### config.mk
export PLATFORM = sky130hd
export DESIGN_NAME = double_ended_queue_flat
export DESIGN_NICKNAME = d
export VERILOG_FILES = /design/src/dq_pkg.sv /design/src/dq_if.sv /design/src/double_ended_queue.sv /design/src/dq_cell.sv /design/src/dq_row.sv /design/src/flat_wrapper.sv
export SDC_FILE = /design/constraint.sdc
export NUM_CORES = 1
export LEC_CHECK = 0
export BUFFER_PORTS_ARGS = -buffer_cell sky130_fd_sc_hd__clkbuf_2
export CAP_MARGIN = 10
export CORE_ASPECT_RATIO = 0.7
export CORE_MARGIN = 2
export CORE_UTILIZATION = 50
export CTS_BUF_LIST = sky130_fd_sc_hd__clkbuf_4 sky130_fd_sc_hd__clkbuf_8
export CTS_CLUSTER_DIAMETER = 60
export DETAILED_ROUTE_END_ITERATION = 12
export GPL_ROUTABILITY_DRIVEN = 1
export PLACE_DENSITY = 0.66
export RECOVER_POWER = 50
export SETUP_SLACK_MARGIN = 0.2
export SLEW_MARGIN = 20
export SYNTH_ARGS = -nofsm -noshare
export SYNTH_HDL_FRONTEND = slang
export SYNTH_SLANG_ARGS = --single-unit
### constraint.sdc
create_clock -name i_clk -period 4.35 [get_ports i_clk]
set_clock_uncertainty 0.2 [all_clocks]
set_input_delay 0.87 -clock i_clk [delete_from_list [all_inputs] [get_ports i_clk]]
set_output_delay 0.87 -clock i_clk [all_outputs]
set_load 0.01 [all_outputs]
### src/dq_pkg.sv
// Shared types, widths and opcode/status codes for the double-ended queue.
// No dependencies; compile first.
package dq_pkg;

    localparam int DATA_W        = 16;
    localparam int OP_W          = 2;
    localparam int ST_W          = 2;
    localparam int DEFAULT_DEPTH = 16;

    typedef logic signed [DATA_W-1:0] t_word;
    typedef logic [OP_W-1:0]          t_opcode;
    typedef logic [ST_W-1:0]          t_status;

    localparam t_opcode OP_PUSH_BACK  = 2'd0;
    localparam t_opcode OP_PUSH_FRONT = 2'd1;
    localparam t_opcode OP_POP_BACK   = 2'd2;
    localparam t_opcode OP_POP_FRONT  = 2'd3;

    localparam t_status ST_OK    = 2'd0;
    localparam t_status ST_EMPTY = 2'd1;
    localparam t_status ST_FULL  = 2'd2;

    // Per-cell control: shift toward the back, shift toward the front, load the input word.
    typedef struct packed {
        logic shift_back;
        logic shift_front;
        logic load;
    } t_cell_ctl;

endpackage

### src/dq_if.sv
// Valid/ready channel interfaces for operations in and results out.
// Depends on dq_pkg.
interface dq_op_if;
    logic             valid;
    logic             ready;
    dq_pkg::t_opcode  opcode;
    dq_pkg::t_word    data_in;

    modport source (output valid, output opcode, output data_in, input ready);
    modport sink   (input valid, input opcode, input data_in, output ready);
endinterface

interface dq_res_if #(
    parameter int CNT_W = 5
);
    logic             valid;
    logic             ready;
    dq_pkg::t_word    data_out;
    dq_pkg::t_status  status;
    logic [CNT_W-1:0] item_count;
    logic             is_empty;

    modport source (output valid, output data_out, output status, output item_count,
                    output is_empty, input ready);
    modport sink   (input valid, input data_out, input status, input item_count,
                    input is_empty, output ready);
endinterface

### src/double_ended_queue.sv
// Top level of the bounded double-ended queue built as a row of shifting cells.
// Depends on dq_pkg, dq_if and dq_row.
//
// Usage:
//   i_op  (sink)  : one word per operation: opcode and data_in.
//                   opcode: push back, push front, pop back, pop front.
//   o_res (source): one word per operation: data_out (popped value, zero
//                   otherwise), status (ok, pop on empty, push on full),
//                   item_count after the operation and is_empty.
// Result: the result word is registered; it appears in the cycle after its operation is accepted.
// Throughput: one operation per cycle while o_res.ready is high. The whole
//   operation (count compare, at most one shift or load in the cell row, read
//   of the front or back cell) is combinational and lands in the result register.
// Storage: cell 0 always holds the front value; a push or pop at the front
//   shifts the whole row by one cell; a push at the back loads the cell selected
//   by the count, and a pop at the back reads the back cell without a shift.
// Reset: i_rst_n is synchronous, active low; it empties the queue and drops
//   any pending result. Cell contents are not cleared.
// Stall: while a result word waits and o_res.ready is low, i_op.ready is low
//   and the result register holds its word.
module double_ended_queue #(
    parameter int DEPTH = dq_pkg::DEFAULT_DEPTH,
    parameter int CNT_W = $clog2(DEPTH + 1)
) (
    input  logic     i_clk,
    input  logic     i_rst_n,
    dq_op_if.sink    i_op,
    dq_res_if.source o_res
);
    import dq_pkg::*;

    logic [CNT_W-1:0] r_count;
    logic [CNT_W-1:0] n_count;
    logic             r_out_valid;
    t_word            r_data_out;
    t_word            n_data_out;
    t_status          r_status;
    t_status          n_status;

    logic  w_accept;
    logic  w_full;
    logic  w_empty;
    logic  w_shift_back;
    logic  w_shift_front;
    logic  w_push_back;
    t_word w_front;
    t_word w_back;

    // Take a new word whenever the result register is free or being drained.
    assign i_op.ready = !r_out_valid || o_res.ready;
    assign w_accept   = i_op.valid && i_op.ready;

    assign w_full  = (r_count == CNT_W'(DEPTH));
    assign w_empty = (r_count == '0);

    assign w_push_back   = w_accept && (i_op.opcode == OP_PUSH_BACK)  && !w_full;
    assign w_shift_back  = w_accept && (i_op.opcode == OP_PUSH_FRONT) && !w_full;
    assign w_shift_front = w_accept && (i_op.opcode == OP_POP_FRONT)  && !w_empty;

    dq_row #(
        .DEPTH (DEPTH),
        .CNT_W (CNT_W)
    ) u_row (
        .i_clk         (i_clk),
        .i_shift_back  (w_shift_back),
        .i_shift_front (w_shift_front),
        .i_push_back   (w_push_back),
        .i_count       (r_count),
        .i_din         (i_op.data_in),
        .o_front       (w_front),
        .o_back        (w_back)
    );

    // Decode the operation against the current fill level.
    always_comb begin
        n_count    = r_count;
        n_data_out = '0;
        n_status   = ST_OK;
        unique case (i_op.opcode)
            OP_PUSH_BACK, OP_PUSH_FRONT: begin
                if (w_full) begin
                    n_status = ST_FULL;
                end else begin
                    n_count = r_count + CNT_W'(1);
                end
            end
            OP_POP_BACK: begin
                if (w_empty) begin
                    n_status = ST_EMPTY;
                end else begin
                    n_data_out = w_back;
                    n_count    = r_count - CNT_W'(1);
                end
            end
            OP_POP_FRONT: begin
                if (w_empty) begin
                    n_status = ST_EMPTY;
                end else begin
                    n_data_out = w_front;
                    n_count    = r_count - CNT_W'(1);
                end
            end
            default: begin
                n_status = ST_OK;
            end
        endcase
    end

    // Control state: fill count and result valid.
    always_ff @(posedge i_clk) begin
        if (!i_rst_n) begin
            r_count     <= '0;
            r_out_valid <= 1'b0;
        end else begin
            if (w_accept) begin
                r_count     <= n_count;
                r_out_valid <= 1'b1;
            end else if (o_res.ready) begin
                r_out_valid <= 1'b0;
            end
        end
    end

    // Result payload: load on accept, hold otherwise.
    always_ff @(posedge i_clk) begin
        if (w_accept) begin
            r_data_out <= n_data_out;
            r_status   <= n_status;
        end
    end

    assign o_res.valid      = r_out_valid;
    assign o_res.data_out   = r_data_out;
    assign o_res.status     = r_status;
    assign o_res.item_count = r_count;
    assign o_res.is_empty   = w_empty;

endmodule

### src/dq_cell.sv
// One storage cell of the queue row; takes a word from either neighbor or the input.
// Depends on dq_pkg.
module dq_cell (
    input  logic              i_clk,
    input  dq_pkg::t_cell_ctl i_ctl,
    input  logic              i_is_back,
    input  dq_pkg::t_word     i_prev,
    input  dq_pkg::t_word     i_next,
    input  dq_pkg::t_word     i_din,
    output dq_pkg::t_word     o_data,
    output dq_pkg::t_word     o_tap
);
    import dq_pkg::*;

    t_word r_data;

    always_ff @(posedge i_clk) begin
        if (i_ctl.shift_back) begin
            r_data <= i_prev;
        end else if (i_ctl.shift_front) begin
            r_data <= i_next;
        end else if (i_ctl.load) begin
            r_data <= i_din;
        end
    end

    assign o_data = r_data;
    assign o_tap  = i_is_back ? r_data : '0;

endmodule

### src/dq_row.sv
// Row of DEPTH cells; cell 0 holds the front word, cell count-1 the back word.
// Depends on dq_pkg and dq_cell.
module dq_row #(
    parameter int DEPTH = dq_pkg::DEFAULT_DEPTH,
    parameter int CNT_W = $clog2(DEPTH + 1)
) (
    input  logic             i_clk,
    input  logic             i_shift_back,
    input  logic             i_shift_front,
    input  logic             i_push_back,
    input  logic [CNT_W-1:0] i_count,
    input  dq_pkg::t_word    i_din,
    output dq_pkg::t_word    o_front,
    output dq_pkg::t_word    o_back
);
    import dq_pkg::*;

    t_word w_data [DEPTH];
    t_word w_tap  [DEPTH];

    for (genvar g = 0; g < DEPTH; g++) begin : g_cell
        t_cell_ctl w_ctl;
        t_word     w_prev;
        t_word     w_next;
        logic      w_is_back;

        assign w_ctl.shift_back  = i_shift_back;
        assign w_ctl.shift_front = i_shift_front;
        assign w_ctl.load        = i_push_back && (i_count == CNT_W'(g));
        assign w_is_back         = (i_count == CNT_W'(g + 1));

        if (g == 0) begin : g_head
            assign w_prev = i_din;
        end else begin : g_body
            assign w_prev = w_data[g-1];
        end

        if (g == DEPTH - 1) begin : g_tail
            assign w_next = w_data[g];
        end else begin : g_inner
            assign w_next = w_data[g+1];
        end

        dq_cell u_cell (
            .i_clk     (i_clk),
            .i_ctl     (w_ctl),
            .i_is_back (w_is_back),
            .i_prev    (w_prev),
            .i_next    (w_next),
            .i_din     (i_din),
            .o_data    (w_data[g]),
            .o_tap     (w_tap[g])
        );
    end

    // Only the back cell drives a nonzero tap, so an OR collects it.
    always_comb begin
        o_back = '0;
        for (int k = 0; k < DEPTH; k++) begin
            o_back = o_back | w_tap[k];
        end
    end

    assign o_front = w_data[0];

endmodule
### src/flat_wrapper.sv
// flat-port wrapper written by rule: the top's interface ports become plain ports
module double_ended_queue_flat import dq_pkg::*;
#(
    parameter int DEPTH = dq_pkg::DEFAULT_DEPTH,
    parameter int CNT_W = $clog2(DEPTH + 1)
)
  (i_clk, i_rst_n, i_op_valid, i_op_opcode, i_op_data_in, i_op_ready, o_res_valid, o_res_data_out, o_res_status, o_res_item_count, o_res_is_empty, o_res_ready);
  dq_op_if i_op_i ();
  dq_res_if #(.CNT_W(CNT_W)) o_res_i ();
  input  logic i_clk;
  input  logic i_rst_n;
  input wire logic [$bits(i_op_i.valid)-1:0] i_op_valid;
  input wire logic [$bits(i_op_i.opcode)-1:0] i_op_opcode;
  input wire logic [$bits(i_op_i.data_in)-1:0] i_op_data_in;
  output wire logic [$bits(i_op_i.ready)-1:0] i_op_ready;
  output wire logic [$bits(o_res_i.valid)-1:0] o_res_valid;
  output wire logic [$bits(o_res_i.data_out)-1:0] o_res_data_out;
  output wire logic [$bits(o_res_i.status)-1:0] o_res_status;
  output wire logic [$bits(o_res_i.item_count)-1:0] o_res_item_count;
  output wire logic [$bits(o_res_i.is_empty)-1:0] o_res_is_empty;
  input wire logic [$bits(o_res_i.ready)-1:0] o_res_ready;
  assign i_op_i.valid = i_op_valid;
  assign i_op_i.opcode = i_op_opcode;
  assign i_op_i.data_in = i_op_data_in;
  assign i_op_ready = i_op_i.ready;
  assign o_res_valid = o_res_i.valid;
  assign o_res_data_out = o_res_i.data_out;
  assign o_res_status = o_res_i.status;
  assign o_res_item_count = o_res_i.item_count;
  assign o_res_is_empty = o_res_i.is_empty;
  assign o_res_i.ready = o_res_ready;
  double_ended_queue #(.DEPTH(DEPTH), .CNT_W(CNT_W)) u_core (.i_clk(i_clk), .i_rst_n(i_rst_n), .i_op(i_op_i), .o_res(o_res_i));
endmodule
==> reports/qor.csv, run 1 <==
metric,value,unit
cts_buffer_depth,3,
final_cell_area,15900,um^2
die-area,30210,um^2
rsz0062_at_grt,no,
drc,0,
violations,"capacitance limit, slew limit",
grt_pass1_vias,10430,
drt_iter0_markers,1968,
worstPathArrival,4.18,ns
die-height,146.0,um
timing.hold.worst_path_depth,2,
ant_nets,0,
setup_viol,0,
fin_nets,1111,
start_kind,register,
fin_cells,1488,
period_minus_slack,4.054,ns
die_w,206.9,um
cts.sinks,280,
ff2ff_path_depth,9,
row_count,51,
antenna_found_initial,1,
synth_warnings,0,
cp_max_fo,40,
place.port_buffers,47,
crit_chain,inv_1 > ha_1 > nor2b_1 > clkbuf_1 > a21boi_2 > and2_4 > buf_12 > clkbuf_1 > a221o_1,
power.density,470.6,nW/um^2
numCtsBuffers,45,
p_leak,5.143,nW
grt_max_degree,121,
utilization,0.5664,
slew-limit-headroom,-0.05780,
slew_viol_final,18,
min_from,i_rst_n,
drv_cap,1,
gp_congestion,0.9142,
outcome,"finished, violations left",
cts-resized-gates,0,
synth_cell_type_count,64,
synth_edf_count,274,
grt_pass1_wl,71.00,mm
dr.pass1.iters,7,
place_hpwl,30.42,mm
r2r_start,u_core.o_res.item_count[0],
synth_async_sr_flop_share,0,
via_count,11330,
core-area,28080,um^2
diodes,0,
syn_area,14410,um^2
post_drt_wl_per_cell,32.96,um
synth_seq_cells,280,
placed_cell_area,15110,um^2
synth_seq_area_share,0.5794,
io-pin-count,48,
drive_above_1_share,0.1907,
ir_worst_vdd,0.2290,mV
cts_tree,built,
clock.fmax,246.7,MHz
fin_worst_hold_slack,0.3012,ns
critPathMaxStageDelay,1.17,ns
cts_hold_buf,0,
hp-class,input pin to register,
start_util,0.5132,
dp.cells,1407,
p_total,7.484,mW
min_period_over_period,0.9319,
cpMostUsedCell,clkbuf_1,
areaGrowthSynthToFinish,10.37,%
routed_wl,49.04,mm
critPathRequiredTime,4.47,ns
worstSetupPathType,register to register,
syn_area_per_cell,13.81,um^2
worstReg2RegEnd,u_core.u_row.g_cell[2].u_cell.o_data[6],
place_ws,0.7433,ns
fin_ws,0.2961,ns
overflow,0,
worstMarginPinSlew,1.587,ns
vias_per_cell,7.616,
hold_end,u_core.o_res.item_count[3],
setup_tns,0,ns
worst_path_max_delay_cell,clkbuf_1,
post_cts_buffers,0,
synthCells,1043,
synth_top_flop_cell,edfxtp_1,
h-tree-depth,2,
ctsRootBufferMaster,clkbuf_8,
synth.net_count,1071,
track_usage,0.3209,
clock_latency,0.59,ns
end_kind,register,
finalHoldViolations,0,
clk_pin_slew,0.07,ns
r2r_slack,0.30,ns
-- how the worst max path moves through the flow --
stage,start,to,slack [ns]
finish,u_core.o_res.item_count[0],u_core.u_row.g_cell[2].u_cell.o_data[6],0.30
detailed placement,u_core.o_res.item_count[3],u_core.u_row.g_cell[15].u_cell.o_data[11],0.74
global placement,u_core.o_res.item_count[3],u_core.u_row.g_cell[15].u_cell.o_data[11],0.74
CTS,u_core.o_res.item_count[3],u_core.u_row.g_cell[15].u_cell.o_data[14],0.73
global route,u_core.o_res.item_count[0],u_core.u_row.g_cell[9].u_cell.o_data[6],0.27
floorplan,u_core.o_res.item_count[0],u_core.u_row.g_cell[5].u_cell.o_data[0],0.24
-- registers in the layout, summed over array words and instances (netlist names) --
register and count:
u_core.o_res.status 2, u_core.o_res.item_count 5, u_core.o_res.valid 1, u_core.u_row.g_cell.u_cell.o_data 256
u_core.o_res.data_out 16
-- kinds of logic (layout without fill, tap and decap cells) --
group                      count (synthesis)  count (layout)  share of synthesized area
AOI/OAI and AO/OA                        412             412                     0.2463
DFF                                      280             280                     0.5794
buffers and inverters                    130             204                    0.05106
and+or+nand+nor                          115             115                    0.04533
muxes                                     97              97                    0.07094
adders and majority gates                  6               6                   0.005210
xor gates and xnor gates                   3               3                   0.001824
-- layer usage --
layer  vias to the layer above  part of all wire  GRT usage  wire length (um)
met2                      1049              0.40     0.4122             19480
li1                       4579                 -          -                 -
met4                         0             0.031     0.1007              1508
met1                      5563              0.41     0.4960             20150
met3                       141              0.16     0.1167              7913
met5                         -                 0          0                 0
-- synth_stat cells (3+ instances only) --
| master | n | area [um^2] |
|---|---|---|
| edfxtp_1 | 274 | 8228 |
| a221o_1 | 211 | 2112 |
| mux2i_1 | 65 | 650.6 |
| buf_2 | 64 | 320.3 |
| a31oi_1 | 31 | 193.9 |
| o21ai_0 | 31 | 155.2 |
| mux2_2 | 30 | 337.8 |
| nor2_1 | 30 | 112.6 |
| clkbuf_1 | 25 | 93.84 |
| o22ai_1 | 25 | 156.4 |
| a22oi_1 | 22 | 165.2 |
| nand3_1 | 19 | 95.09 |
| buf_6 | 16 | 180.2 |
| nor3_1 | 16 | 80.08 |
| a22o_1 | 15 | 131.4 |
| a21boi_1 | 12 | 90.09 |
| buf_4 | 12 | 90.09 |
| a221oi_1 | 11 | 96.34 |
| a2111oi_0 | 10 | 87.58 |
| a21oi_1 | 10 | 50.05 |
| inv_1 | 10 | 37.54 |
| a211oi_1 | 9 | 67.56 |
| nand2_1 | 9 | 33.78 |
| o31ai_2 | 7 | 87.58 |
| dfxtp_1 | 6 | 120.1 |
| ha_1 | 6 | 75.07 |
| a32oi_1 | 5 | 43.79 |
| a21boi_0 | 4 | 30.03 |
| and3b_1 | 4 | 35.03 |
| nand3b_1 | 4 | 30.03 |
| or3b_2 | 4 | 35.03 |
| and3_1 | 3 | 18.77 |
| nand2b_1 | 3 | 18.77 |
| nor2b_1 | 3 | 18.77 |
-- report_power, final --
part,total [mW],internal (mW),leakage [nW],switching [mW]
combinational,1.54,0.535,2.06,1.01
clock,2.41,1.29,0.482,1.12
sequential,3.53,3.31,2.60,0.219
-- worst max-delay path, delay by kind of cell (launching register included) --
family                     cells  cell delay, ns
DFF                            1            0.37
buffers and inverters          4            1.82
adders and majority gates      1            0.37
and+or+nand+nor                2            0.53
AOI/OAI and AO/OA              2            0.49
-- final cells by class --
cell class	count	area, um^2
flip-flops and latches	280	8352
well taps	371	464.2
clock buffers	60	744.5
multi-input cells	633	5401
repair buffers	113	729.5
inverters	10	37.54
clock inverters	21	173.9
fillers	2289	12170
-- cell usage in the layout (no fill, tap or decap), types with 23 or more instances in the layout --
cell type / instances
buf_4: 50
clkbuf_8: 47
clkbuf_1: 33
o21ai_0: 26
nor2_1: 31
mux2i_1: 65
a221o_1: 211
a31oi_1: 31
o22ai_1: 25
clkbuf_2: 23
mux2_2: 30
edfxtp_1: 274
No activity file was read; power rests on OpenSTA's default activity.
==> inputs of run 2 (changes only) <==
--- a/config.mk
+++ b/config.mk
@@ -9,12 +9,12 @@
 export CAP_MARGIN = 10
 export CORE_ASPECT_RATIO = 0.7
 export CORE_MARGIN = 2
-export CORE_UTILIZATION = 50
-export CTS_BUF_LIST = sky130_fd_sc_hd__clkbuf_4 sky130_fd_sc_hd__clkbuf_8
+export CORE_UTILIZATION = 45
+export CTS_BUF_LIST = sky130_fd_sc_hd__clkbuf_8
 export CTS_CLUSTER_DIAMETER = 60
 export DETAILED_ROUTE_END_ITERATION = 12
 export GPL_ROUTABILITY_DRIVEN = 1
-export PLACE_DENSITY = 0.66
+export PLACE_DENSITY = 0.61
 export RECOVER_POWER = 50
 export SETUP_SLACK_MARGIN = 0.2
 export SLEW_MARGIN = 20
==> run 2 against run 1 <==
The flow still finishes with violations (capacitance limit, slew limit). Sequential power hardly changed. Sequential cell count stayed put. Critical path depth is 1 lower. Core utilization is 6.5 points lower. Hold slack better by 0.038 ns. Wire length is 0.86% lower. Final cell count is 3.2% higher. Largest cell class unchanged.
==> reports/qor.csv, run 2 (same netlist as run 1, synthesis figures left out) <==
metric,value,unit
violations,"capacitance limit, slew limit",
ff2ff_path_depth,8,
p_seq_frac,0.498,
clock_latency,0.60,ns
areaGrowthSynthToFinish,9.101,%
dp.cells,1457,
regArea,8353,um^2
combinationalPowerShare,0.213,
ir_worst_vdd,0.2050,mV
dr.pass1.iters,8,
h-tree-depth,2,
die-area,33490,um^2
drv_cap,3,
slew_viol_final,103,
ctsRootBufferMaster,clkbuf_8,
final_cell_mix,"edfxtp_1, a221o_1, mux2i_1",
die-height,153.7,um
outcome,"finished, violations left",
routed_wl,48.62,mm
cts_buffer_depth,3,
p_int,4.781,mW
via_count,11200,
antenna_found_initial,0,
row_count,54,
place_hpwl,29.85,mm
power_switching,2.297,mW
power.density,450.2,nW/um^2
ant_nets,0,
die_w,217.9,um
cts_hold_buf,0,
track_usage,0.2860,
slew-limit-headroom,-0.08424,
fin_cells,1535,
worstSetupPathType,register to register,
place.port_buffers,47,
cp_max_fo,13,
r2r_start,u_core.o_res.item_count[0],
grt_pass1_vias,10480,
fillers,2751,
overflow,0,
clk_pin_slew,0.07,ns
cts.sinks,280,
gp_congestion,0.8746,
hold_end,u_core.o_res.item_count[3],
numCtsBuffers,43,
place_ws,0.7913,ns
hp-class,input pin to register,
setup_tns,0,ns
drt_iter0_markers,1673,
diodes,0,
cts_tree,built,
drive_above_1_share,0.1587,
grt_max_degree,150,
fin_nets,1110,
drc,0,
clock.fmax,257.1,MHz
worstReg2RegEnd,u_core.o_res.data_out[9],
p_leak,5.076,nW
grt_pass1_wl,70.26,mm
largest_reg_flops,256,
post_cts_buffers,0,
post_drt_wl_per_cell,31.68,um
rsz0062_at_grt,no,
finalHoldViolations,0,
io-pin-count,48,
setup_viol,0,
p_clk_frac,0.288,
p_total,7.078,mW
utilization,0.5014,
period_minus_slack,3.890,ns
final_common_cell,edfxtp_1,
end_kind,register,
fin_ws,0.4602,ns
cts-resized-gates,0,
timing.hold.worst_path_depth,2,
worstPathArrival,3.97,ns
r2r_slack,0.46,ns
worstMarginPinSlew,1.612,ns
critPathRequiredTime,4.43,ns
min_from,i_rst_n,
min_period_over_period,0.8942,
start_kind,register,
core-area,31350,um^2
start_util,0.4596,
vias_per_cell,7.293,
multi_input_area,5333,um^2
switching_share,0.3245,
## run 2: cell types whose count changed in the layout (fill, tap and decap cells not counted), moves of 4 or more
cell | before | now
buf_4 | 50 | 45
inv_1 | 9 | 26
clkbuf_4 | 15 | 0
clkinv_1 | 10 | 14
clkbuf_1 | 33 | 37
clkinv_2 | 7 | 2
## run 2: worst max-delay path by stage
stage                                    start                                        end  slack, ns  cells past startpoint
floorplan           u_core.o_res.item_count[0]    u_core.u_row.g_cell[5].u_cell.o_data[0]       0.24                      8
global placement                i_op_opcode[0]    u_core.u_row.g_cell[0].u_cell.o_data[5]       0.81                      6
detailed placement              i_op_opcode[0]    u_core.u_row.g_cell[0].u_cell.o_data[6]       0.79                      6
CTS                 u_core.o_res.item_count[0]  u_core.u_row.g_cell[11].u_cell.o_data[11]       0.87                      8
global route        u_core.o_res.item_count[0]  u_core.u_row.g_cell[15].u_cell.o_data[11]       0.40                      8
finish              u_core.o_res.item_count[0]                   u_core.o_res.data_out[9]       0.46                      8
## run 2: critical path: stages (launching register included)
cell and delay [ns]:
dfxtp_1 0.44, inv_1 0.15, ha_1 0.25, clkbuf_1 0.22
nand3b_1 0.27, clkbuf_1 1.07, o22ai_1 0.15, a2111oi_0 0.56
a31oi_1 0.27
## run 2: cell type report
class / instances / area share
Multi-Input combinational cell: 633 / 0.3392
Timing Repair Buffer: 114 / 0.04624
Inverter: 10 / 0.002388
Tap cell: 420 / 0.03343
Sequential cell: 280 / 0.5314
Clock inverter: 34 / 0.008835
Clock buffer: 44 / 0.03852
## run 2: layer usage
metal	GRT usage	vias to the layer above	part of all wire
met5	0	-	0
met4	0.09783	0	0.032
met3	0.08170	118	0.13
met2	0.3884	854	0.41
met1	0.4327	5645	0.43
li1	-	4578	-
## run 2: stage by stage
step                hold slack, ns  cell area, um^2
finish                      0.3391            15720
global route                0.3597            15720
CTS                         0.3242            15920
detailed placement          0.3384            15180
global placement            0.3350            15180
floorplan                   0.3503            14410
## run 2: power by group through the flow
stage / logic (mW) / registers, mW / clock network, mW
2_1_floorplan: 0.947 / 3.49 / 0
3_3_place_gp: 1.49 / 3.57 / 0
3_5_place_dp: 1.50 / 3.56 / 0
4_1_cts: 1.51 / 3.51 / 2.06
5_1_grt: 1.58 / 3.54 / 2.17
6_report: 1.51 / 3.53 / 2.04
